## config.mk

```make
export PLATFORM = sky130hd
export DESIGN_NAME = rbd_unit
export DESIGN_NICKNAME = d
export VERILOG_FILES = /design/src/rbd_pkg.sv /design/src/rbd_unit.sv
export SDC_FILE = /design/constraint.sdc
export NUM_CORES = 1
export LEC_CHECK = 0
export BUFFER_PORTS_ARGS = -buffer_cell sky130_fd_sc_hd__buf_2
export CORE_ASPECT_RATIO = 1.5
export CORE_MARGIN = 3
export CORE_UTILIZATION = 30
export CTS_BUF_LIST = sky130_fd_sc_hd__clkbuf_4 sky130_fd_sc_hd__clkbuf_8
export CTS_CLUSTER_DIAMETER = 50
export CTS_CLUSTER_SIZE = 25
export DETAILED_ROUTE_END_ITERATION = 8
export SYNTH_ARGS = -nofsm -noshare
export SYNTH_HDL_FRONTEND = slang
export SYNTH_SLANG_ARGS = --single-unit
```

## constraint.sdc

```tcl
create_clock -name clk -period 4.9 [get_ports clk]
set_input_delay 0.735 -clock clk [delete_from_list [all_inputs] [get_ports clk]]
set_output_delay 0.735 -clock clk [all_outputs]
set_load 0.05 [all_outputs]
```

## src/rbd_pkg.sv

```systemverilog
// Shared types, constants and register codes of the RMS box downscaler.
package rbd_pkg;

  localparam int DEF_MAX_OUT_WIDTH = 256;
  localparam int DEF_MAX_SCALE = 16;

  localparam int CFG_IDX_W = 3;
  localparam int CFG_DATA_W = 13;

  localparam logic [CFG_IDX_W-1:0] REG_SCALE = 3'd0;
  localparam logic [CFG_IDX_W-1:0] REG_FRAME_WIDTH = 3'd1;
  localparam logic [CFG_IDX_W-1:0] REG_OUT_WIDTH = 3'd2;
  localparam logic [CFG_IDX_W-1:0] REG_OUT_HEIGHT = 3'd3;

  localparam logic [4:0] RST_SCALE = 5'd1;
  localparam logic [12:0] RST_FRAME_WIDTH = 13'd256;
  localparam logic [8:0] RST_OUT_WIDTH = 9'd256;
  localparam logic [8:0] RST_OUT_HEIGHT = 9'd64;

  localparam logic [12:0] FULL_LINE = 13'd4096;

  typedef enum logic [3:0] {
    ST_IDLE,
    ST_CHECK,
    ST_DIVC,
    ST_DIVR,
    ST_RD,
    ST_ACC,
    ST_DIVS,
    ST_SQRT,
    ST_OUT
  } state_t;

  typedef enum logic {
    OP_DIV,
    OP_SQRT
  } op_t;

  typedef struct packed {
    logic       start;
    op_t        op;
    logic [5:0] len;
  } unit_req_t;

endpackage

```

## src/rbd_unit.sv

```systemverilog
// Shared bit-serial divider and square root unit, one quotient or root bit per cycle.
module rbd_unit import rbd_pkg::*; (
  input  logic        clk,
  input  logic        rst,
  input  unit_req_t   req,
  input  logic [31:0] num_in,
  input  logic [9:0]  divisor,
  output logic        done,
  output logic [31:0] quo,
  output logic [9:0]  rem_out
);

  logic        busy;
  op_t         op;
  logic [5:0]  cnt;
  logic [31:0] num;
  logic [19:0] rem;
  logic [19:0] trial;
  logic [19:0] bound;
  logic [20:0] diff;

  always_comb begin
    if (op == OP_SQRT) begin
      trial = {rem[17:0], num[31:30]};
      bound = {quo[17:0], 2'b01};
    end else begin
      trial = {rem[18:0], num[31]};
      bound = {10'd0, divisor};
    end
    diff = {1'b0, trial} - {1'b0, bound};
  end

  assign rem_out = rem[9:0];

  always_ff @(posedge clk) begin
    if (rst) begin
      busy <= 1'b0;
      done <= 1'b0;
    end else begin
      done <= 1'b0;
      if (req.start) begin
        busy <= 1'b1;
        op <= req.op;
        cnt <= req.len;
        num <= num_in;
        rem <= '0;
        quo <= '0;
      end else if (busy) begin
        if (diff[20]) begin
          rem <= trial;
          quo <= {quo[30:0], 1'b0};
        end else begin
          rem <= diff[19:0];
          quo <= {quo[30:0], 1'b1};
        end
        num <= (op == OP_SQRT) ? {num[29:0], 2'b00} : {num[30:0], 1'b0};
        cnt <= cnt - 6'd1;
        if (cnt == 6'd1) begin
          busy <= 1'b0;
          done <= 1'b1;
        end
      end
    end
  end

endmodule

```

### Yosys cells after proc, flatten, opt, wreduce, memory -nomap -nowiden

Cells that the tools add are included.

* register bits: 92
* logic and storage cells: 31

* add/sub/neg operators: 2
* equal/unequal tests: 1
* muxes and demuxes: 15
* bitwise logic cells: 2
* reductions and logical operators: 4

Operators by type and width (count)
* $mux 32: 4
* $mux 20: 2
* $mux 19: 2
* $sub 20x20->21: 1
* $mux 6: 2
* $eq 6x1->1 const B: 1
* $sub 6x1->6 const B: 1
* $mux 1: 5
* $reduce_and 2->1: 2
* $reduce_or 3->1: 1
* $not 1->1: 2
* $reduce_bool 2->1: 1

### Depth between registers and ports, before layout

Gate-level depths: netlist of run 1.

* depth after elaboration: 4
* gate-level depth with buffers: 15

### Worst setup path after synthesis of run 1

OpenSTA, ideal clock, no wires.

* path type: input to register
* from: input port req[7] (netlist name)
* to: register cnt[0] (enable)
* data arrival time: 4790 ps
* data required time: 4363 ps
* slack: -427 ps
* cell stages on the path: 3
* cell sequence: clkbuf_1 -> nor2_1 -> nor2_1

* cells in the longest elaborated chain, start to end: 2

RTL lines
* from (decl): line rbd_unit.sv:5 `input unit_req_t req,`
* $reduce_bool 2->1 (no line)
* $reduce_and 2->1 (no line)
* to (signal assigned): line rbd_unit.sv:44 `cnt <= req.len;`
* to (signal assigned): line rbd_unit.sv:57 `cnt <= cnt - 6'd1;`
* to (decl): line rbd_unit.sv:15 `logic [5:0] cnt;`

No other way between the ends.
A chain may end at the register's enable or synchronous reset.

### Worst setup path after layout of run 1

* from: register op
* to: register rem[14] (data pin)

* cells in the longest elaborated chain, start to end: 4

RTL lines
* from (decl): line rbd_unit.sv:14 `op_t op;`
* from (signal assigned): line rbd_unit.sv:43 `op <= req.op;`
* $mux 20: line rbd_unit.sv:23 `if (op == OP_SQRT) begin`
* $sub 20x20->21: line rbd_unit.sv:30 `diff = {1'b0, trial} - {1'b0, bound};`
* $mux 19 (*): line rbd_unit.sv:49 `if (diff[20]) begin`
* $mux 19 (*): line rbd_unit.sv:48 `end else if (busy) begin`
* to (signal assigned): line rbd_unit.sv:50 `rem <= trial;`
* to (signal assigned): line rbd_unit.sv:53 `rem <= diff[19:0];`
* to (decl): line rbd_unit.sv:17 `logic [19:0] rem;`

Every way passes the cells marked *; elsewhere a longest branch is shown, timed or not. The select of a mux whose other input is x is not followed.

==> reports/metrics.yaml, run 1 <==
synthesis:
  ys_top_cells_by_count: "edfxtp_1 (90), nand2_1 (62), mux2i_1 (49)"
  synth.yosys.seq_area_share: 0.497
  synth_edf_count: 90
  synthCells: 503
  synth.avg_cell_area_um2: 11.0
  ys_async_sr_fraction: 0
  netlist-cell-type-count: 50
  ys_warn_count: 0
  synth_top_area_cell: "edfxtp_1"
  synth_most_common_cell: "edfxtp_1"
  ys.flop_type: "edfxtp_1"
  synth_seq_cells: 92
  ys_top_cells_by_area: "edfxtp_1 (49%), mux2i_1 (8.9%), ha_1 (5.0%)"
  synth_area_um2: 5520
  syn_nets: 578
  yosys.area.top_type_share: 0.490
worst_setup_path:
  worst-path-max-fanout: 23
  path_class: "register to register"
  required_ns: 5.08
  crit_path_end_kind: "register"
  worstPathArrival_ns: 3.93
  start_kind: "register"
final_layout:
  nets: 651
  final_core_util: 0.350
  drive_above_1_share: 0.255
  antenna_cells: 0
  stdcell_count: 798
  fillers: 1843
  syn_to_final_growth_pct: 14.4
clocking:
  cts_made_buffers: 9
  hold_buffers: 0
  cts_buffer_depth: 2
  clkTransAtPathRegs_ns: 0.10
  postCtsSetupBuffers: 0
  ctsResizeCount: 0
  clock-sinks: 92
  htree_levels: 3
  cts_root_buffer: "clkbuf_8"
  worst_skew_pair.late_latency_ns: 0.38
  cts_tree: "done"
floorplanning:
  io_pins: 95
  initial_utilization: 0.306
  die_area_um2: 20100
  core_um2: 18000
  die_y_um: 172
  die_w_um: 117
  rows: 60
grt:
  grt_max_degree: 70
  grt_usage: 0.125
  grt_overflow: 0
  first_global_vias: 3929
  grt_pass1_wl_um: 19800
  antenna_found_initial: 0
sta:
  fin_skew_ns: 0.0117
  period_minus_slack_ns: 3.75
  setup_viol: 0
  rsz0062_at_grt: "no"
  hold_viol: 0
  maxSlewHeadroom: 0.417
  fin_crit_sh: 0.766
  max_freq_mhz: 266
  drv_slew: 0
  tightest_slew_ns: 0.872
  setup-tns-final_ns: 0
drt:
  drc: 0
  totalWireLength_um: 12500
  firstDrtPassIters: 4
  dr_total_vias: 3952
  drt_iter0_markers: 156
  postRouteAntennaNets: 0
  viasPerCell: 4.95
  wire_per_inst_um: 15.6
power_and_ir_drop:
  vdd_drop_max_uv: 202
  leakage_nw: 2.55
  power.density_nw_per_um2: 352
run_status:
  run_status: "finished, final reports clean"
run:
  drv_cap: 0
placement:
  portBuffers: 94
  dp_hpwl_um: 9160
  place.gp.congestion: 0.877
  place_inst: 782
min_path:
  hp-class: "register to register"
[power breakdown]
group          total (W)  internal (W)  switching (W)
combinational   0.000723      0.000280       0.000443
sequential      0.000990      0.000951      0.0000397
clock           0.000511      0.000197       0.000314
[critical path: stages, from the launching register on]
cell,delay [ns]
edfxtp_1,0.50
buf_4,0.33
mux2_2,0.39
ha_1,0.43
a21oi_1,0.10
nor2b_1,0.31
a21oi_1,0.09
nor2_2,0.28
a211o_2,0.53
nand2_1,0.20
o32ai_1,0.36
[path summary, 6_finish.rpt]
path	from	endpoint	slack, ns	cells after the start
max	op$_DFFE_PP_	rem[14]$_SDFFCE_PP0P_	1.15	10
min	busy$_SDFF_PP0_	done$_SDFF_PP0_	0.50	1
max reg2reg	op$_DFFE_PP_	rem[14]$_SDFFCE_PP0P_	1.15	10
min reg2reg	busy$_SDFF_PP0_	done$_SDFF_PP0_	0.50	1
[flip-flops by register name, indices dropped and copies added (netlist names)]
name,count
done,1
quo,32
rem,19
num,32
op,1
cnt,6
busy,1
[kinds of logic (layout without fill, tap and decap cells)]
logic type	Yosys count	after routing	synth area share
DFF	92	92	0.497
and+or+nand+nor	158	158	0.138
adders and majority gates	23	23	0.0535
muxes	68	68	0.128
AOI/OAI and AO/OA	101	101	0.117
buffers and inverters	45	123	0.0413
xor gates and xnor gates	16	16	0.0254
[cell type report]
cell class	count	area, µm²	share of cell area
clock inverters	7	68.8	0.0109
flip-flops and latches	92	2740	0.434
clock buffers	9	124	0.0196
well taps	217	272	0.0430
inverters	8	30.0	0.00476
repair buffers	99	523	0.0828
multi-input cells	366	2550	0.405
[cells in the final DEF (no fill, tap or decap), drive strengths merged, types with 2 or more instances in the layout]
master and n:
a31oi 3, clkinvlp 2, ha 22, dfxtp 2, clkinv 2, a21o 5
edfxtp 90, o21a 5, inv 11, a21oi 19, o22ai 3, buf 99
and3 4, nor2b 34, nor3 9, mux2i 49, nand3 8, o21ai 45
nand4 2, a211oi 7, xor2 7, or2 2, o311ai 2, nand2 62
o31a 2, mux2 19, and2 3, nor2 31, clkbuf 9, xnor2 9
[metrics by stage]
| step | hold WS (ns) | setup WS (ns) | total power [W] | area, µm² |
|---|---|---|---|---|
| finish | 0.496 | 1.15 | 0.00222 | 6310 |
| CTS | 0.504 | 1.19 | 0.00225 | 6310 |
| detailed placement | 0.468 | 1.22 | 0.00173 | 6120 |
| global route | 0.509 | 0.961 | 0.00235 | 6310 |
| floorplan | 0.454 | 1.07 | 0.00159 | 5520 |
| global placement | 0.485 | 1.30 | 0.00172 | 6120 |
[metal layers]
metal / vias to the layer above / track usage / wire [µm]
met4: 0 / 0.0304 / 74
met1: 1868 / 0.152 / 5140
met5: - / 0 / 0
met2: 108 / 0.220 / 6480
li1: 1970 / - / -
met3: 6 / 0.0347 / 785
(Power assumes the default switching activity.)
==> inputs of run 2 (changes only) <==
--- a/config.mk
+++ b/config.mk
@@ -5,6 +5,7 @@
 export SDC_FILE = /design/constraint.sdc
 export NUM_CORES = 1
 export LEC_CHECK = 0
+export ABC_AREA = 1
 export BUFFER_PORTS_ARGS = -buffer_cell sky130_fd_sc_hd__buf_2
 export CORE_ASPECT_RATIO = 1.5
 export CORE_MARGIN = 3
==> constraint.sdc (replaced) <==
create_clock -name clk -period 3.75 [get_ports clk]
set_input_delay 0.5625 -clock clk [delete_from_list [all_inputs] [get_ports clk]]
set_output_delay 0.5625 -clock clk [all_outputs]
set_load 0.05 [all_outputs]
==> reports/metrics.yaml, run 2 <==
clocking:
  postCtsSetupBuffers: 0
  ctsResizeCount: 0
  cts_root_buffer: "clkbuf_8"
  cts_buffer_depth: 2
  htree_levels: 3
  cts_tree: "done"
  worst_skew_pair.late_latency_ns: 0.37
  clkTransAtPathRegs_ns: 0.10
  hold_buffers: 0
  clock-sinks: 92
  cts_made_buffers: 9
synthesis:
  ys_top_cells_by_count: "nand2_1 (196), inv_1 (102), nor2_1 (93)"
  synth_most_common_cell: "nand2_1"
  yosys.area.top_type_share: 0.467
  synth_area_um2: 5790
  synth_seq_cells: 92
  synth_edf_count: 90
  ys_top_cells_by_area: "edfxtp_1 (47%), nand2_1 (13%), a21oi_1 (6.7%)"
  synth_top_area_cell: "edfxtp_1"
  syn_nets: 815
  netlist-cell-type-count: 35
  synthCells: 740
  ys_async_sr_fraction: 0
  synth.avg_cell_area_um2: 7.83
  ys.flop_type: "edfxtp_1"
  ys_warn_count: 0
  synth.yosys.seq_area_share: 0.474
drt:
  viasPerCell: 4.56
  wire_per_inst_um: 13.9
  top_layer_used: "met4"
  firstDrtPassIters: 4
  drt_iter0_markers: 226
  drc: 0
  drt-met1-wl_um: 6050
  postRouteAntennaNets: 0
  route.met3.wl_um: 348
  totalWireLength_um: 14900
  dr_wl_met2_um: 8100
  dr_total_vias: 4895
sta:
  drv_slew: 0
  tightest_slew_ns: 0.904
  setup_viol: 0
  hold_viol: 0
  fin_crit_sh: 0.834
  period_minus_slack_ns: 3.13
  setup-tns-final_ns: 0
  rsz0062_at_grt: "no"
  max_freq_mhz: 320
  setup_ws_ns: 0.624
  fin_skew_ns: 0.0165
  maxSlewHeadroom: 0.397
power_and_ir_drop:
  vdd_drop_max_uv: 187
  leakage_nw: 3.11
  power.density_nw_per_um2: 438
floorplanning:
  rows: 61
  initial_utilization: 0.308
  core_um2: 18800
  io_pins: 95
  die_area_um2: 21000
  die_w_um: 119
  die_y_um: 176
final_layout:
  final_common_cell: "nand2_1"
  nets: 891
  antenna_cells: 0
  final_area_um2: 6650
  largestRegisters: "num (32), quo (32), rem (19)"
  drive_above_1_share: 0.177
  stdcell_count: 1073
  syn_to_final_growth_pct: 14.9
  final_cell_mix: "nand2_1 (196), inv_1 (102), buf_2 (94), nor2_1 (93), edfxtp_1 (90)"
grt:
  first_global_vias: 4926
  grt_max_degree: 85
  grt_overflow: 0
  antenna_found_initial: 0
  grt_pass1_wl_um: 24300
  grt_usage: 0.143
run:
  drv_cap: 0
worst_setup_path:
  start_kind: "register"
  worstPathArrival_ns: 3.23
  crit_path_end_kind: "register"
  worst-path-max-fanout: 16
  required_ns: 3.85
  path_class: "register to register"
placement:
  portBuffers: 94
  place_inst: 1057
  dp_hpwl_um: 11100
  dp_slack_ns: 0.580
  place.gp.congestion: 0.892
  place_area_um2: 6470
min_path:
  hp-class: "primary input to register"
run_status:
  run_status: "finished, final reports clean"
-- run 2: cell types whose count changed in the layout (fill, tap and decap cells not counted), sizes merged, moves of 19 or more --
cell   change
a21oi     +60
inv       +96
mux2      -19
mux2i     -49
nand2    +139
nand3     +23
nor2      +65
nor2b     -34
-- run 2: worst paths after layout --
path | cells after the start | endpoint | from | slack [ns]
max reg2reg | 13 | rem[6]$_SDFFCE_PP0P_ | op$_DFFE_PP_ | 0.62
min reg2reg | 2 | done$_SDFF_PP0_ | busy$_SDFF_PP0_ | 0.50
min | 1 | op$_DFFE_PP_ | req[6] | 0.40
max | 13 | rem[6]$_SDFFCE_PP0P_ | op$_DFFE_PP_ | 0.62
-- run 2: metal layers --
layer	global-route usage	up-vias
li1	-	2525
met5	0	-
met2	0.270	82
met1	0.162	2266
met4	0.0602	0
met3	0.0173	22
-- run 2: area by class of cell --
cell class                 instances  area [µm²]
fill                            2057       12100
sequential                        92        2740
multi-input combinational        501        2440
timing repair buffer             104         558
inverter                         108         408
tap                              252         315
clock buffer                      11         145
clock inverter                     5        38.8
-- run 2: cells by family (layout without fill, tap and decap cells) --
kind of cell | count (synthesis) | count (layout) | synth area share
AOI/OAI and AO/OA | 127 | 127 | 0.115
xor gates and xnor gates | 11 | 11 | 0.0166
adders and majority gates | 23 | 23 | 0.0510
DFF | 92 | 92 | 0.474
buffers and inverters | 147 | 228 | 0.106
and+or+nand+nor | 340 | 340 | 0.238
-- run 2: critical path, cell delays in order (launching register included) --
cell,delay [ns]
edfxtp_1,0.38
clkinv_1,0.18
or2_2,0.31
o21ai_0,0.11
ha_1,0.19
inv_1,0.07
fa_1,0.44
nand3_1,0.11
nand3_1,0.21
nand4_2,0.20
nand3_2,0.20
buf_4,0.26
o21ai_0,0.16
nor2_1,0.06
-- run 2: metrics by stage --
step | power, W | hold WS, ns | util
floorplan | 0.00207 | 0.443 | -
global placement | 0.00229 | 0.487 | 0.345
detailed placement | 0.00230 | 0.500 | 0.345
CTS | 0.00296 | 0.379 | 0.354
global route | 0.00312 | 0.370 | 0.354
finish | 0.00291 | 0.397 | 0.354
-- run 2: report_power, final --
| part | switching, W | internal, W |
|---|---|---|
| combinational | 0.000662 | 0.000317 |
| sequential | 0.0000478 | 0.00124 |
| clock | 0.000378 | 0.000270 |
| total | 0.00109 | 0.00183 |
==> inputs of run 3 (changes only) <==
--- a/config.mk
+++ b/config.mk
@@ -5,7 +5,7 @@
 export SDC_FILE = /design/constraint.sdc
 export NUM_CORES = 1
 export LEC_CHECK = 0
-export ABC_AREA = 1
+export ABC_AREA = 0
 export BUFFER_PORTS_ARGS = -buffer_cell sky130_fd_sc_hd__buf_2
 export CORE_ASPECT_RATIO = 1.5
 export CORE_MARGIN = 3
==> constraint.sdc (replaced) <==
create_clock -name clk -period 2.98 [get_ports clk]
set_input_delay 0.447 -clock clk [delete_from_list [all_inputs] [get_ports clk]]
set_output_delay 0.447 -clock clk [all_outputs]
set_load 0.05 [all_outputs]
==> reports/metrics.yaml, run 3 (same netlist as run 1, synthesis figures left out) <==
sta:
  max_freq_mhz: 319
  setup-tns-final_ns: -2.12
  fin_crit_sh: 1.05
  drv_slew: 0
  tightest_slew_ns: 0.771
  rsz0062_at_grt: "yes"
  hold_viol: 0
  maxSlewHeadroom: 0.486
  whs_ns: 0.240
  period_minus_slack_ns: 3.13
  setup_ws_ns: -0.151
  fin_skew_ns: 0.0123
  setup_viol: 20
power_and_ir_drop:
  totalPowerFinal_w: 0.00421
  leakage_nw: 2.98
  power.density_nw_per_um2: 585
  vdd_drop_max_uv: 304
worst_setup_path:
  worst_path_most_repeated_cell: "buf_12"
  rr_startpoint: "op$_DFFE_PP_"
  worstPathArrival_ns: 3.36
  required_ns: 3.20
  endpoint: "rem[12]$_SDFFCE_PP0P_"
  worst-path-max-fanout: 10
  reg2regPathDepth: 13
  slowest_delay_ns: 0.46
  reg2reg_to: "rem[12]$_SDFFCE_PP0P_"
  cpMaxStageDelayCell: "edfxtp_1"
  rrSetupSlack_ns: -0.15
  crit_path_end_kind: "register"
  cp_cell_sequence: "buf_12 -> mux2i_4 -> ha_4 -> inv_2 -> fa_2 -> a21o_1 -> and3_4 -> nor4b_4 -> nor2_2 -> a211o_4 -> buf_12 -> buf_4 -> a211oi_2"
  path_class: "register to register"
  startpoint: "op$_DFFE_PP_"
  start_kind: "register"
drt:
  viasPerCell: 4.89
  drc: 0
  dr_total_vias: 4246
  totalWireLength_um: 13800
  postRouteAntennaNets: 0
  wire_per_inst_um: 15.9
  firstDrtPassIters: 4
  drt_iter0_markers: 136
floorplanning:
  core_um2: 18000
  rows: 60
  io_pins: 95
  initial_utilization: 0.306
  die_y_um: 172
  die_w_um: 117
  die_area_um2: 20100
final_layout:
  drive_above_1_share: 0.388
  final_cell_mix: "buf_2 (93), edfxtp_1 (90), buf_4 (65), nand2_1 (61), mux2i_1 (46)"
  final_common_cell: "buf_2"
  fillers: 1763
  largestRegisters: "num (32), quo (32), rem (19)"
  syn_to_final_growth_pct: 30.5
  stdcell_count: 869
  multi_input_area_um2: 2780
  seqCellArea_um2: 2740
  nets: 722
  antenna_cells: 0
clocking:
  htree_levels: 3
  cts_made_buffers: 9
  worst_skew_pair.late_latency_ns: 0.38
  clkTransAtPathRegs_ns: 0.10
  clock-sinks: 92
  hold_buffers: 0
  cts_buffer_depth: 2
  cts_tree: "done"
  cts_root_buffer: "clkbuf_8"
grt:
  grt_busiest_layer: "met2"
  first_global_vias: 4410
  grt_pass1_wl_um: 22200
  grt_usage: 0.141
  use_met2: 0.243
  antenna_found_initial: 2
  grt_overflow: 0
  grt_max_degree: 91
  use_met3: 0.0298
  met1_usage: 0.172
run:
  drv_cap: 0
run_status:
  run_status: "complete, but fails checks"
  violations: "setup timing"
placement:
  portBuffers: 94
  place_inst: 841
  dp_hpwl_um: 10000
  place.gp.congestion: 0.867
min_path:
  hp-class: "primary input to register"
run 3: metrics by stage:
step                instance area [µm²]   util  setup WS [ns]
finish                             7200  0.400         -0.151
global route                       7200  0.400         -0.278
CTS                                7100  0.394         -0.177
detailed placement                 6640  0.368         -0.271
global placement                   6640  0.368         -0.263
floorplan                          5600      -         -0.120
run 3: area by class of cell:
type / instances / share of cell area
well taps: 217 / 0.0377
inverters: 8 / 0.00417
repair buffers: 170 / 0.161
clock inverters: 7 / 0.0130
flip-flops and latches: 92 / 0.381
clock buffers: 9 / 0.0172
multi-input cells: 366 / 0.386
run 3: worst min-delay path by stage:
stage	start	endpoint	slack, ns	cells past startpoint
after floorplan	busy$_SDFF_PP0_	done$_SDFF_PP0_	0.45	1
after global placement	busy$_SDFF_PP0_	done$_SDFF_PP0_	0.48	1
after detailed placement	busy$_SDFF_PP0_	done$_SDFF_PP0_	0.47	1
after CTS	req[6]	op$_DFFE_PP_	0.22	1
after global routing	req[6]	op$_DFFE_PP_	0.23	1
final	req[6]	op$_DFFE_PP_	0.24	1
run 3: worst max-delay path: cells and delay by family, from the launching register on:
kind                     cells  cell delay, ns
AO/OA/AOI/OAI                3            0.72
adder cells (fa/ha/maj)      2            0.55
buffers and inverters        4            0.52
flip-flops                   1            0.46
multiplexers                 1            0.26
AND/OR/NAND/NOR              3            0.47
run 3: timing repair:
item / in CTS / in global routing
pin swaps: 7 / 6
cloned: 1 / 1
setup buffers: 8 / 2
gates resized for setup: 32 / 13
endpoints found under the setup margin: 20 / 20
run 3: where the power goes:
| part | internal, W | switching [W] |
|---|---|---|
| registers | 0.00156 | 0.0000637 |
| logic | 0.000763 | 0.000873 |
| clock network | 0.000413 | 0.000535 |
| total | 0.00274 | 0.00147 |
run 3: metal layers:
| layer | routed length (µm) | vias up |
|---|---|---|
| met4 | 318 | 4 |
| li1 | - | 2106 |
| met2 | 7050 | 112 |
| met1 | 5760 | 2000 |
| met3 | 685 | 24 |
| met5 | 27 | - |
